File: src/assert_macros.svh
// assertion macros used by the top-level rtl file
// no dependencies
`ifndef ASSERT_MACROS_SVH
`define ASSERT_MACROS_SVH

// same-cycle implication
`define ASSERT_IMPL(lbl, clk, rst_n, ante, cons, msg) \
	lbl: assert property (@(posedge clk) disable iff (!(rst_n)) (ante) |-> (cons)) \
		else $error(msg);

// next-cycle implication
`define ASSERT_NEXT(lbl, clk, rst_n, ante, cons, msg) \
	lbl: assert property (@(posedge clk) disable iff (!(rst_n)) (ante) |=> (cons)) \
		else $error(msg);

`endif

File: src/etfi_pkg.sv
// types and constants of the escape-time fractal iterator
// no dependencies
package etfi_pkg;

	typedef struct packed {
		logic signed [31:0] point_re;
		logic signed [31:0] point_im;
	} in_beat_t;

	typedef struct packed {
		logic [15:0] iteration_count;
		logic        escaped;
	} out_beat_t;

	typedef struct packed {
		logic [15:0]        iter_limit;
		logic [62:0]        escape_limit_sq;
		logic [3:0]         exponent;
		logic               julia_mode;
		logic signed [31:0] julia_c_re;
		logic signed [31:0] julia_c_im;
	} cfg_regs_t;

	localparam int CFG_IDX_W  = 3;
	localparam int CFG_DATA_W = 64;

	localparam logic [CFG_IDX_W-1:0] CFG_ITER_LIMIT      = 3'd0;
	localparam logic [CFG_IDX_W-1:0] CFG_ESCAPE_LIMIT_SQ = 3'd1;
	localparam logic [CFG_IDX_W-1:0] CFG_EXPONENT        = 3'd2;
	localparam logic [CFG_IDX_W-1:0] CFG_JULIA_MODE      = 3'd3;
	localparam logic [CFG_IDX_W-1:0] CFG_JULIA_C_RE      = 3'd4;
	localparam logic [CFG_IDX_W-1:0] CFG_JULIA_C_IM      = 3'd5;

	localparam logic [15:0] ITER_LIMIT_RST      = 16'd256;
	localparam logic [62:0] ESCAPE_LIMIT_SQ_RST = 63'h0400_0000_0000_0000;
	localparam logic [3:0]  EXPONENT_RST        = 4'd2;

endpackage

File: src/etfi_mult.sv
// shared signed multiplier with registered product
// depends on nothing
module etfi_mult #(
	parameter int WIDTH = 32
) (
	input  logic                      clk,
	input  logic signed [WIDTH-1:0]   a,
	input  logic signed [WIDTH-1:0]   b,
	output logic signed [2*WIDTH-1:0] p
);

	logic signed [2*WIDTH-1:0] p_s1;

	always_ff @(posedge clk) begin
		p_s1 <= a * b;
	end

	assign p = p_s1;

endmodule

File: src/etfi_core.sv
// iteration sequencer: complex power, add of c, magnitude check
// depends on etfi_pkg and etfi_mult
module etfi_core import etfi_pkg::*; #(
	parameter int DATA_WIDTH   = 32,
	parameter int FRAC_BITS    = 28,
	parameter int MAX_EXPONENT = 8
) (
	input  logic      clk,
	input  logic      arst_n,
	input  logic      go,
	input  cfg_regs_t cfg,
	input  in_beat_t  point,
	output logic      done,
	output out_beat_t result
);

	localparam int DW = DATA_WIDTH;
	localparam int PW = 2 * DW;
	localparam int FW = PW - FRAC_BITS;
	localparam int AW = FW + 1;
	localparam int EW = $clog2(MAX_EXPONENT + 1);
	localparam longint VMAX_L = (64'sd1 <<< (DW - 1)) - 64'sd1;
	localparam logic signed [31:0] VMAX32 = 32'(VMAX_L);
	localparam logic signed [31:0] VMIN32 = 32'(-VMAX_L - 64'sd1);

	localparam logic [2:0] PH0 = 3'd0;
	localparam logic [2:0] PH1 = 3'd1;
	localparam logic [2:0] PH2 = 3'd2;
	localparam logic [2:0] PH3 = 3'd3;
	localparam logic [2:0] PH4 = 3'd4;

	typedef enum logic [2:0] {
		S_IDLE,
		S_MUL,
		S_ADDC,
		S_MAG,
		S_CMP
	} state_t;

	function automatic logic signed [DW-1:0] sat(input logic signed [31:0] v);
		logic signed [DW-1:0] r;
		if (v > VMAX32) r = VMAX32[DW-1:0];
		else if (v < VMIN32) r = VMIN32[DW-1:0];
		else r = v[DW-1:0];
		return r;
	endfunction

	function automatic logic fits(input logic signed [AW-1:0] v);
		return v[AW-1:DW-1] == {(AW-DW+1){v[AW-1]}};
	endfunction

	state_t               state_q;
	logic [2:0]           ph_q;
	logic                 first_q;
	logic [15:0]          iter_q;
	logic [EW-1:0]        e_q;
	logic [EW-1:0]        mleft_q;
	logic signed [DW-1:0] zr_q, zi_q, wr_q, wi_q, cr_q, ci_q;
	logic signed [AW-1:0] acc_re_q, acc_im_q;
	logic [PW-1:0]        mag_q;
	logic                 done_q;
	out_beat_t            res_q;

	logic signed [DW-1:0] mul_a, mul_b;
	logic signed [PW-1:0] prod;
	logic signed [AW-1:0] fl, new_im;
	logic signed [DW:0]   sr, si;
	logic                 add_ovf;
	logic                 more_iter;
	logic                 bound_ok;
	logic [EW-1:0]        e_eff;
	logic signed [DW-1:0] pr_sat, pi_sat;
	out_beat_t            ovf_res;

	etfi_mult #(.WIDTH(DW)) u_mult (
		.clk (clk),
		.a   (mul_a),
		.b   (mul_b),
		.p   (prod)
	);

	// operand select for the shared multiplier
	always_comb begin
		mul_a = zr_q;
		mul_b = zr_q;
		case (state_q)
			S_MUL: begin
				case (ph_q[1:0])
					2'd0: begin mul_a = wr_q; mul_b = zr_q; end
					2'd1: begin mul_a = wi_q; mul_b = zi_q; end
					2'd2: begin mul_a = wr_q; mul_b = zi_q; end
					default: begin mul_a = wi_q; mul_b = zr_q; end
				endcase
			end
			S_MAG: begin
				if (ph_q == PH0) begin
					mul_a = zr_q;
					mul_b = zr_q;
				end else begin
					mul_a = zi_q;
					mul_b = zi_q;
				end
			end
			default: ;
		endcase
	end

	always_comb begin
		if (int'(cfg.exponent) < 2) e_eff = EW'(2);
		else if (int'(cfg.exponent) > MAX_EXPONENT) e_eff = EW'(MAX_EXPONENT);
		else e_eff = EW'(cfg.exponent);
	end

	assign fl        = {prod[PW-1], prod[PW-1:FRAC_BITS]};
	assign new_im    = acc_im_q + fl;
	assign sr        = {wr_q[DW-1], wr_q} + {cr_q[DW-1], cr_q};
	assign si        = {wi_q[DW-1], wi_q} + {ci_q[DW-1], ci_q};
	assign add_ovf   = (sr[DW] != sr[DW-1]) || (si[DW] != si[DW-1]);
	assign more_iter = (17'(iter_q) + 17'd1) < 17'(cfg.iter_limit);
	assign bound_ok  = cfg.iter_limit >= 16'd2;
	assign pr_sat    = sat(point.point_re);
	assign pi_sat    = sat(point.point_im);

	// overflow in the first map lands on index 1 when the loop runs at all
	always_comb begin
		if (first_q) begin
			ovf_res.iteration_count = bound_ok ? 16'd1 : 16'd0;
			ovf_res.escaped         = bound_ok;
		end else begin
			ovf_res.iteration_count = iter_q;
			ovf_res.escaped         = 1'b1;
		end
	end

	always_ff @(posedge clk or negedge arst_n) begin
		if (!arst_n) begin
			state_q  <= S_IDLE;
			ph_q     <= PH0;
			first_q  <= 1'b0;
			iter_q   <= '0;
			e_q      <= '0;
			mleft_q  <= '0;
			zr_q     <= '0;
			zi_q     <= '0;
			wr_q     <= '0;
			wi_q     <= '0;
			cr_q     <= '0;
			ci_q     <= '0;
			acc_re_q <= '0;
			acc_im_q <= '0;
			mag_q    <= '0;
			done_q   <= 1'b0;
			res_q    <= '0;
		end else begin
			done_q <= 1'b0;
			case (state_q)
				S_IDLE: begin
					if (go) begin
						if (cfg.julia_mode) begin
							zr_q <= pr_sat;
							zi_q <= pi_sat;
							wr_q <= pr_sat;
							wi_q <= pi_sat;
							cr_q <= sat(cfg.julia_c_re);
							ci_q <= sat(cfg.julia_c_im);
						end else begin
							zr_q <= '0;
							zi_q <= '0;
							wr_q <= '0;
							wi_q <= '0;
							cr_q <= pr_sat;
							ci_q <= pi_sat;
						end
						first_q <= 1'b1;
						iter_q  <= '0;
						e_q     <= e_eff;
						mleft_q <= e_eff - EW'(1);
						ph_q    <= PH0;
						state_q <= S_MUL;
					end
				end
				S_MUL: begin
					ph_q <= ph_q + 3'd1;
					case (ph_q)
						PH1: acc_re_q <= fl;
						PH2: acc_re_q <= acc_re_q - fl;
						PH3: acc_im_q <= fl;
						PH4: begin
							if (!fits(acc_re_q) || !fits(new_im)) begin
								res_q   <= ovf_res;
								done_q  <= 1'b1;
								state_q <= S_IDLE;
							end else begin
								wr_q <= acc_re_q[DW-1:0];
								wi_q <= new_im[DW-1:0];
								ph_q <= PH0;
								if (mleft_q == EW'(1)) begin
									state_q <= S_ADDC;
								end else begin
									mleft_q <= mleft_q - EW'(1);
								end
							end
						end
						default: ;
					endcase
				end
				S_ADDC: begin
					ph_q <= PH0;
					if (add_ovf) begin
						res_q   <= ovf_res;
						done_q  <= 1'b1;
						state_q <= S_IDLE;
					end else begin
						zr_q <= sr[DW-1:0];
						zi_q <= si[DW-1:0];
						wr_q <= sr[DW-1:0];
						wi_q <= si[DW-1:0];
						if (first_q) begin
							first_q <= 1'b0;
							iter_q  <= 16'd1;
							if (bound_ok) begin
								mleft_q <= e_q - EW'(1);
								state_q <= S_MUL;
							end else begin
								res_q   <= '0;
								done_q  <= 1'b1;
								state_q <= S_IDLE;
							end
						end else begin
							state_q <= S_MAG;
						end
					end
				end
				S_MAG: begin
					ph_q <= ph_q + 3'd1;
					case (ph_q)
						PH1: mag_q <= prod;
						PH2: begin
							mag_q   <= mag_q + prod;
							state_q <= S_CMP;
						end
						default: ;
					endcase
				end
				S_CMP: begin
					ph_q <= PH0;
					if (64'(mag_q) > 64'(cfg.escape_limit_sq)) begin
						res_q.iteration_count <= iter_q;
						res_q.escaped         <= 1'b1;
						done_q                <= 1'b1;
						state_q               <= S_IDLE;
					end else if (more_iter) begin
						iter_q  <= iter_q + 16'd1;
						mleft_q <= e_q - EW'(1);
						state_q <= S_MUL;
					end else begin
						res_q   <= '0;
						done_q  <= 1'b1;
						state_q <= S_IDLE;
					end
				end
				default: state_q <= S_IDLE;
			endcase
		end
	end

	assign done   = done_q;
	assign result = res_q;

endmodule

File: src/escape_time_fractal_iterator.sv
// top level of the escape-time fractal iterator: config registers, handshake
// depends on etfi_pkg, etfi_core, assert_macros.svh
//
// channel   dir  handshake                    beat
// point     in   start && !busy               in_beat_t (point_re, point_im)
// result    out  result_valid, one cycle      out_beat_t (iteration_count, escaped)
// cfg       in   cfg_valid && cfg_ready       cfg_index, cfg_data
//
// one beat at a time; busy stays high from the accepted point until the result shows
// per point: e-1 complex multiplies and the add of c for the first map and for each
// loop index, each loop index also with a magnitude check, e being the clamped exponent;
// the single shared multiplier sets the pace, four products per complex multiply, two per magnitude
// the result strobe is high one cycle; the receiver cannot stall it
// reset loads the register defaults; no clearing pass, ready right after reset
`include "assert_macros.svh"

module escape_time_fractal_iterator import etfi_pkg::*; #(
	parameter int DATA_WIDTH   = 32,
	parameter int FRAC_BITS    = 28,
	parameter int MAX_EXPONENT = 8
) (
	input  logic                  clk,
	input  logic                  arst_n,
	input  logic                  start,
	output logic                  busy,
	input  in_beat_t              point,
	output logic                  result_valid,
	output out_beat_t             result,
	input  logic                  cfg_valid,
	output logic                  cfg_ready,
	input  logic [CFG_IDX_W-1:0]  cfg_index,
	input  logic [CFG_DATA_W-1:0] cfg_data
);

	cfg_regs_t cfg_q;
	logic      busy_q;
	logic      go;
	logic      core_done;
	out_beat_t core_result;

	// registers must only change while idle, so the core reads them live; the block itself does not enforce this
	assign cfg_ready = 1'b1;

	always_ff @(posedge clk or negedge arst_n) begin
		if (!arst_n) begin
			cfg_q.iter_limit      <= ITER_LIMIT_RST;
			cfg_q.escape_limit_sq <= ESCAPE_LIMIT_SQ_RST;
			cfg_q.exponent        <= EXPONENT_RST;
			cfg_q.julia_mode      <= 1'b0;
			cfg_q.julia_c_re      <= '0;
			cfg_q.julia_c_im      <= '0;
		end else if (cfg_valid && cfg_ready) begin
			case (cfg_index)
				CFG_ITER_LIMIT:      cfg_q.iter_limit      <= cfg_data[15:0];
				CFG_ESCAPE_LIMIT_SQ: cfg_q.escape_limit_sq <= cfg_data[62:0];
				CFG_EXPONENT:        cfg_q.exponent        <= cfg_data[3:0];
				CFG_JULIA_MODE:      cfg_q.julia_mode      <= cfg_data[0];
				CFG_JULIA_C_RE:      cfg_q.julia_c_re      <= cfg_data[31:0];
				CFG_JULIA_C_IM:      cfg_q.julia_c_im      <= cfg_data[31:0];
				default: ;
			endcase
		end
	end

	// accept a point when idle; the core captures it on the same edge
	assign go = start && !busy_q;

	always_ff @(posedge clk or negedge arst_n) begin
		if (!arst_n) begin
			busy_q <= 1'b0;
		end else if (go) begin
			busy_q <= 1'b1;
		end else if (core_done) begin
			busy_q <= 1'b0;
		end
	end

	etfi_core #(
		.DATA_WIDTH   (DATA_WIDTH),
		.FRAC_BITS    (FRAC_BITS),
		.MAX_EXPONENT (MAX_EXPONENT)
	) u_core (
		.clk    (clk),
		.arst_n (arst_n),
		.go     (go),
		.cfg    (cfg_q),
		.point  (point),
		.done   (core_done),
		.result (core_result)
	);

	assign busy         = busy_q;
	assign result_valid = core_done;
	assign result       = core_result;

	// a result only comes out for a point in flight
	`ASSERT_IMPL(a_result_in_flight, clk, arst_n, result_valid, busy,
		"result without an accepted point")
	// an accepted point makes the block busy
	`ASSERT_NEXT(a_busy_after_accept, clk, arst_n, start && !busy, busy,
		"not busy after accepting a point")
	// one result per point, so never two in a row
	`ASSERT_NEXT(a_single_strobe, clk, arst_n, result_valid, !result_valid,
		"result strobe held longer than one cycle")
	// no escape means the count reads zero
	`ASSERT_IMPL(a_zero_count, clk, arst_n, result_valid && !result.escaped,
		result.iteration_count == 16'd0, "nonzero count without escape")

endmodule
File: config.mk
export PLATFORM = sky130hd
export DESIGN_NAME = escape_time_fractal_iterator
export DESIGN_NICKNAME = d
export VERILOG_FILES = /design/src/etfi_pkg.sv /design/src/etfi_mult.sv /design/src/etfi_core.sv /design/src/escape_time_fractal_iterator.sv
export VERILOG_INCLUDE_DIRS = /design/src /design/src/src
export SDC_FILE = /design/constraint.sdc
export NUM_CORES = 2
export LEC_CHECK = 0
export ABC_CLOCK_PERIOD_IN_PS = 21100
export CAP_MARGIN = 0
export CORE_MARGIN = 4
export CORE_UTILIZATION = 42
export CTS_CLUSTER_DIAMETER = 60
export DETAILED_ROUTE_END_ITERATION = 10
export DONT_BUFFER_PORTS = 1
export GPL_ROUTABILITY_DRIVEN = 0
export SLEW_MARGIN = 20
export SYNTH_ARGS = -nofsm -noshare
export SYNTH_HDL_FRONTEND = slang
export SYNTH_SLANG_ARGS = --single-unit
export TNS_END_PERCENT = 100
File: constraint.sdc
create_clock -name clk -period 21.1 [get_ports clk]
set_input_delay 4.22 -clock clk [delete_from_list [all_inputs] [get_ports clk]]
set_output_delay 4.22 -clock clk [all_outputs]
set_load 0.01 [all_outputs]
==> impl_metrics.xml <==
<?xml version="1.0" encoding="UTF-8"?>
<metrics>
  <group name="synth">
    <metric name="synth.cells.most_frequent" unit="">sky130_fd_sc_hd__inv_1, sky130_fd_sc_hd__fa_1, sky130_fd_sc_hd__nand2_1</metric>
    <metric name="biggest_area_consumer_among_synthesized_cells" unit="">sky130_fd_sc_hd__fa_1</metric>
    <metric name="synth.lib_cells_used.distinct" unit="">111</metric>
    <metric name="synth.top_cells.by_area" unit="">sky130_fd_sc_hd__fa_1, sky130_fd_sc_hd__dfrtp_1, sky130_fd_sc_hd__ha_1</metric>
    <metric name="synth_ff_type" unit="">sky130_fd_sc_hd__dfrtp_1</metric>
    <metric name="synth.top_cell.area_share" unit="%">29.7</metric>
    <metric name="synthMostInstantiatedCell" unit="">sky130_fd_sc_hd__inv_1</metric>
    <metric name="synthesis.area" unit="um2">73200</metric>
    <metric name="synth_seq_cells" unit="">591</metric>
    <metric name="fraction_of_registers_with_async_set_or_reset_after_synthesis" unit="%">89.2</metric>
    <metric name="synth-seq-area-share" unit="%">19.8</metric>
    <metric name="synth_warnings" unit="">0</metric>
    <metric name="number_of_enable_type_register_cells_in_the_synthesized_netlist" unit="">0</metric>
    <metric name="syn-num-nets" unit="">9769</metric>
    <metric name="cell_count_after_synthesis" unit="">8077</metric>
    <metric name="average_instance_area_after_synthesis" unit="um2">9.07</metric>
  </group>
  <group name="clock_network">
    <metric name="worstSkewPairLatency" unit="ps">680</metric>
    <metric name="clock_tree.htree_level_count" unit="">3</metric>
    <metric name="numCtsBuffers" unit="">81</metric>
    <metric name="clk_transition_reported_paths" unit="ps">60</metric>
    <metric name="cts_num_sinks" unit="">591</metric>
    <metric name="clock_tree.root_cell" unit="">sky130_fd_sc_hd__clkbuf_16</metric>
    <metric name="tritoncts" unit="">done</metric>
    <metric name="cts_resized" unit="">0</metric>
    <metric name="post_cts.repair.setup_buffers" unit="">0</metric>
    <metric name="cts_hold_repair.buffers" unit="">0</metric>
    <metric name="clk_path_buf_depth" unit="">3</metric>
  </group>
  <group name="global_route">
    <metric name="gr-total-overflow" unit="">0</metric>
    <metric name="grt_start_max_net_pins" unit="">528</metric>
    <metric name="first_global_vias" unit="">60638</metric>
    <metric name="grt_first_pass_wirelength" unit="um">386000</metric>
    <metric name="grt_util_all_layers" unit="%">28.4</metric>
    <metric name="antenna_found_initial" unit="">37</metric>
  </group>
  <group name="floorplanning">
    <metric name="floorplan.core_area" unit="um2">172000</metric>
    <metric name="io_pins" unit="">155</metric>
    <metric name="starting_density" unit="%">42.5</metric>
    <metric name="floorplan_die_height" unit="um">426</metric>
    <metric name="placement_rows" unit="">152</metric>
    <metric name="die_area" unit="um2">181000</metric>
    <metric name="die_w" unit="um">426</metric>
  </group>
  <group name="setup_path">
    <metric name="crit_path_max_incr_delay" unit="ps">980</metric>
    <metric name="r2r-end" unit="">u_core.u_mult.p[59]</metric>
    <metric name="reg2regPathDepth" unit="">34</metric>
    <metric name="rr_startpoint" unit="">u_core.ph_q[0]</metric>
    <metric name="buffers_inverters_on_critical_path" unit="">10</metric>
    <metric name="timing.critical_path.slowest_stage_cell" unit="">sky130_fd_sc_hd__fa_1</metric>
    <metric name="critical-path-top-delay-family" unit="">adder cells</metric>
    <metric name="worst-endpoint-arrival" unit="ps">12820</metric>
    <metric name="timing.critical_path.fanout_max" unit="">45</metric>
    <metric name="r2r_slack" unit="ps">8890</metric>
    <metric name="worstPathRequired" unit="ps">21710</metric>
    <metric name="critical_path_class" unit="">register to register</metric>
    <metric name="cp-end-kind" unit="">register</metric>
    <metric name="start_kind" unit="">register</metric>
    <metric name="crit_top_cell" unit="">sky130_fd_sc_hd__fa_1</metric>
  </group>
  <group name="timing">
    <metric name="setup_total_negative_slack" unit="ps">0</metric>
    <metric name="tightestPinTransition" unit="ps">2650</metric>
    <metric name="post-route-worst-setup-slack" unit="ps">8890</metric>
    <metric name="finalSetupViolations" unit="">0</metric>
    <metric name="fin_skew" unit="ps">41.9</metric>
    <metric name="unrepaired_setup_endpoints_after_global_routing" unit="">false</metric>
    <metric name="maxSlewViolCount" unit="">472</metric>
    <metric name="final.min_clock_period" unit="ps">12210</metric>
    <metric name="finalCritPeriodShare" unit="%">57.8</metric>
    <metric name="worst_slew_margin_rel" unit="%">-76.9</metric>
    <metric name="hold_viol" unit="">0</metric>
    <metric name="timing.fmax" unit="MHz">81.9</metric>
  </group>
  <group name="final_layout">
    <metric name="flow.area_growth_from_synthesis" unit="%">8.06</metric>
    <metric name="fillerInstances" unit="">16596</metric>
    <metric name="design.final.nets" unit="">9638</metric>
    <metric name="final_core_util" unit="%">45.9</metric>
    <metric name="final_layout_size_suffix_gt1_share" unit="%">7.01</metric>
  </group>
  <group name="drt">
    <metric name="ant_nets" unit="">0</metric>
    <metric name="drt-total-wl" unit="um">258000</metric>
    <metric name="routedWlPerCell" unit="um">24.8</metric>
    <metric name="post_route_drc_violation_count" unit="">0</metric>
    <metric name="dr_total_vias" unit="">59403</metric>
    <metric name="firstDrtPassIters" unit="">8</metric>
    <metric name="drt-initial-drc-count" unit="">5316</metric>
    <metric name="post_drt_via_cell_ratio" unit="">5.73</metric>
  </group>
  <group name="place">
    <metric name="placement.io_buffers" unit="">0</metric>
    <metric name="place_worst_setup_slack" unit="ps">9040</metric>
    <metric name="detailedPlacementHpwl" unit="um">200000</metric>
  </group>
  <group name="run">
    <metric name="max-cap-violations" unit="">0</metric>
  </group>
  <group name="run_status">
    <metric name="failed_checks" unit="">max-slew violations</metric>
    <metric name="status" unit="">finished with violations</metric>
  </group>
  <group name="worst_hold_path">
    <metric name="worst_hold_path_cells" unit="">2</metric>
    <metric name="hold_path_startpoint" unit="">u_core.u_mult.p[0]</metric>
    <metric name="worstHoldEndpoint" unit="">u_core.mag_q[0]</metric>
    <metric name="hold_class" unit="">register to register</metric>
  </group>
</metrics>
-- routing by layer --
layer | part of all wire, % | wire length, um | vias up | track usage, %
li1 | - | - | 25979 | -
met1 | 39 | 99600 | 30008 | 35.8
met2 | 45 | 116000 | 2720 | 44.9
met3 | 9.0 | 23100 | 682 | 6.09
met4 | 7.3 | 18700 | 14 | 17.0
met5 | 0.036 | 94 | - | 0
-- final cells by class --
| cell class | count | area, um2 | area share [%] |
|---|---|---|---|
| Clock buffer | 100 | 2220 | 2.81 |
| Clock inverter | 50 | 657 | 0.830 |
| Antenna cell | 46 | 115 | 0.145 |
| Inverter | 1220 | 4580 | 5.79 |
| Timing Repair Buffer | 144 | 1090 | 1.37 |
| Multi-Input combinational cell | 5908 | 53100 | 67.1 |
| Tap cell | 2310 | 2890 | 3.65 |
| Sequential cell | 591 | 14500 | 18.3 |
-- per-stage QoR --
stage | area, um2 | hold slack [ps] | std cells
after floorplan | 73200 | 448 | 8077
after global placement | 76100 | 466 | 10171
after detailed placement | 76100 | 473 | 10172
after CTS | 79000 | 480 | 10322
after global routing | 79100 | 492 | 10361
final | 79100 | 479 | 10369
-- state kept, by name, summed over array words and instances, names as in the netlist, 36 cells and up --
register / flops
u_core.u_mult.p: 64
cfg_q: 148
u_core.acc_im_q: 36
u_core.mag_q: 64
u_core.acc_re_q: 37
-- worst reg2reg max path: cells and delay by family (launching register included) --
family,cells,cell delay (ps)
AND/OR/NAND/NOR,8,2160
buffers and inverters,10,2570
adder cells (fa/ha/maj),10,5130
multiplexers,1,350
flip-flops,1,420
XOR/XNOR,1,170
AO/OA/AOI/OAI,4,1360
-- kinds of logic after synthesis --
logic type | after synthesis | synth area share [%]
flip-flops | 591 | 19.8
XOR/XNOR | 241 | 2.88
AO/OA/AOI/OAI | 1471 | 12.7
other | 1 | 0.00512
buffers and inverters | 1578 | 8.20
adder cells (fa/ha/maj) | 1557 | 37.7
multiplexers | 393 | 5.75
AND/OR/NAND/NOR | 2245 | 12.9
-- cell usage in the layout (no fill, tap or decap), types with 64 or more instances in the layout --
cell                        count
sky130_fd_sc_hd__fa_1        1087
sky130_fd_sc_hd__nand2_1     1006
sky130_fd_sc_hd__buf_4        142
sky130_fd_sc_hd__o21ai_0      413
sky130_fd_sc_hd__nand3_1       74
sky130_fd_sc_hd__inv_1       1219
sky130_fd_sc_hd__xnor2_1      161
sky130_fd_sc_hd__nor3_1        64
sky130_fd_sc_hd__ha_1         470
sky130_fd_sc_hd__xor2_1        79
sky130_fd_sc_hd__clkbuf_16     82
sky130_fd_sc_hd__mux2_2       147
sky130_fd_sc_hd__dfxtp_1       64
sky130_fd_sc_hd__nor2_1       796
sky130_fd_sc_hd__dfrtp_1      522
sky130_fd_sc_hd__a31oi_1       87
sky130_fd_sc_hd__a21oi_1      341
sky130_fd_sc_hd__a21o_1       194
sky130_fd_sc_hd__mux2i_1      178
sky130_fd_sc_hd__a211oi_1      64
-- how the worst max path moves through the flow --
stage	start	end	slack, ps	cells after the start
3_5_place_dp	u_core.ph_q[0]	u_core.u_mult.p[63]	9040	34
5_1_grt	u_core.ph_q[0]	u_core.u_mult.p[59]	8440	34
6_report	u_core.ph_q[0]	u_core.u_mult.p[59]	8890	34
3_3_place_gp	u_core.ph_q[0]	u_core.u_mult.p[63]	9110	34
4_1_cts	u_core.ph_q[0]	u_core.u_mult.p[63]	9040	34
2_1_floorplan	u_core.ph_q[0]	u_core.u_mult.p[57]	10830	35
Power is left out: the tool's default activity adds up to more than one toggle a clock period on the data nets, which glitch-free logic cannot reach.
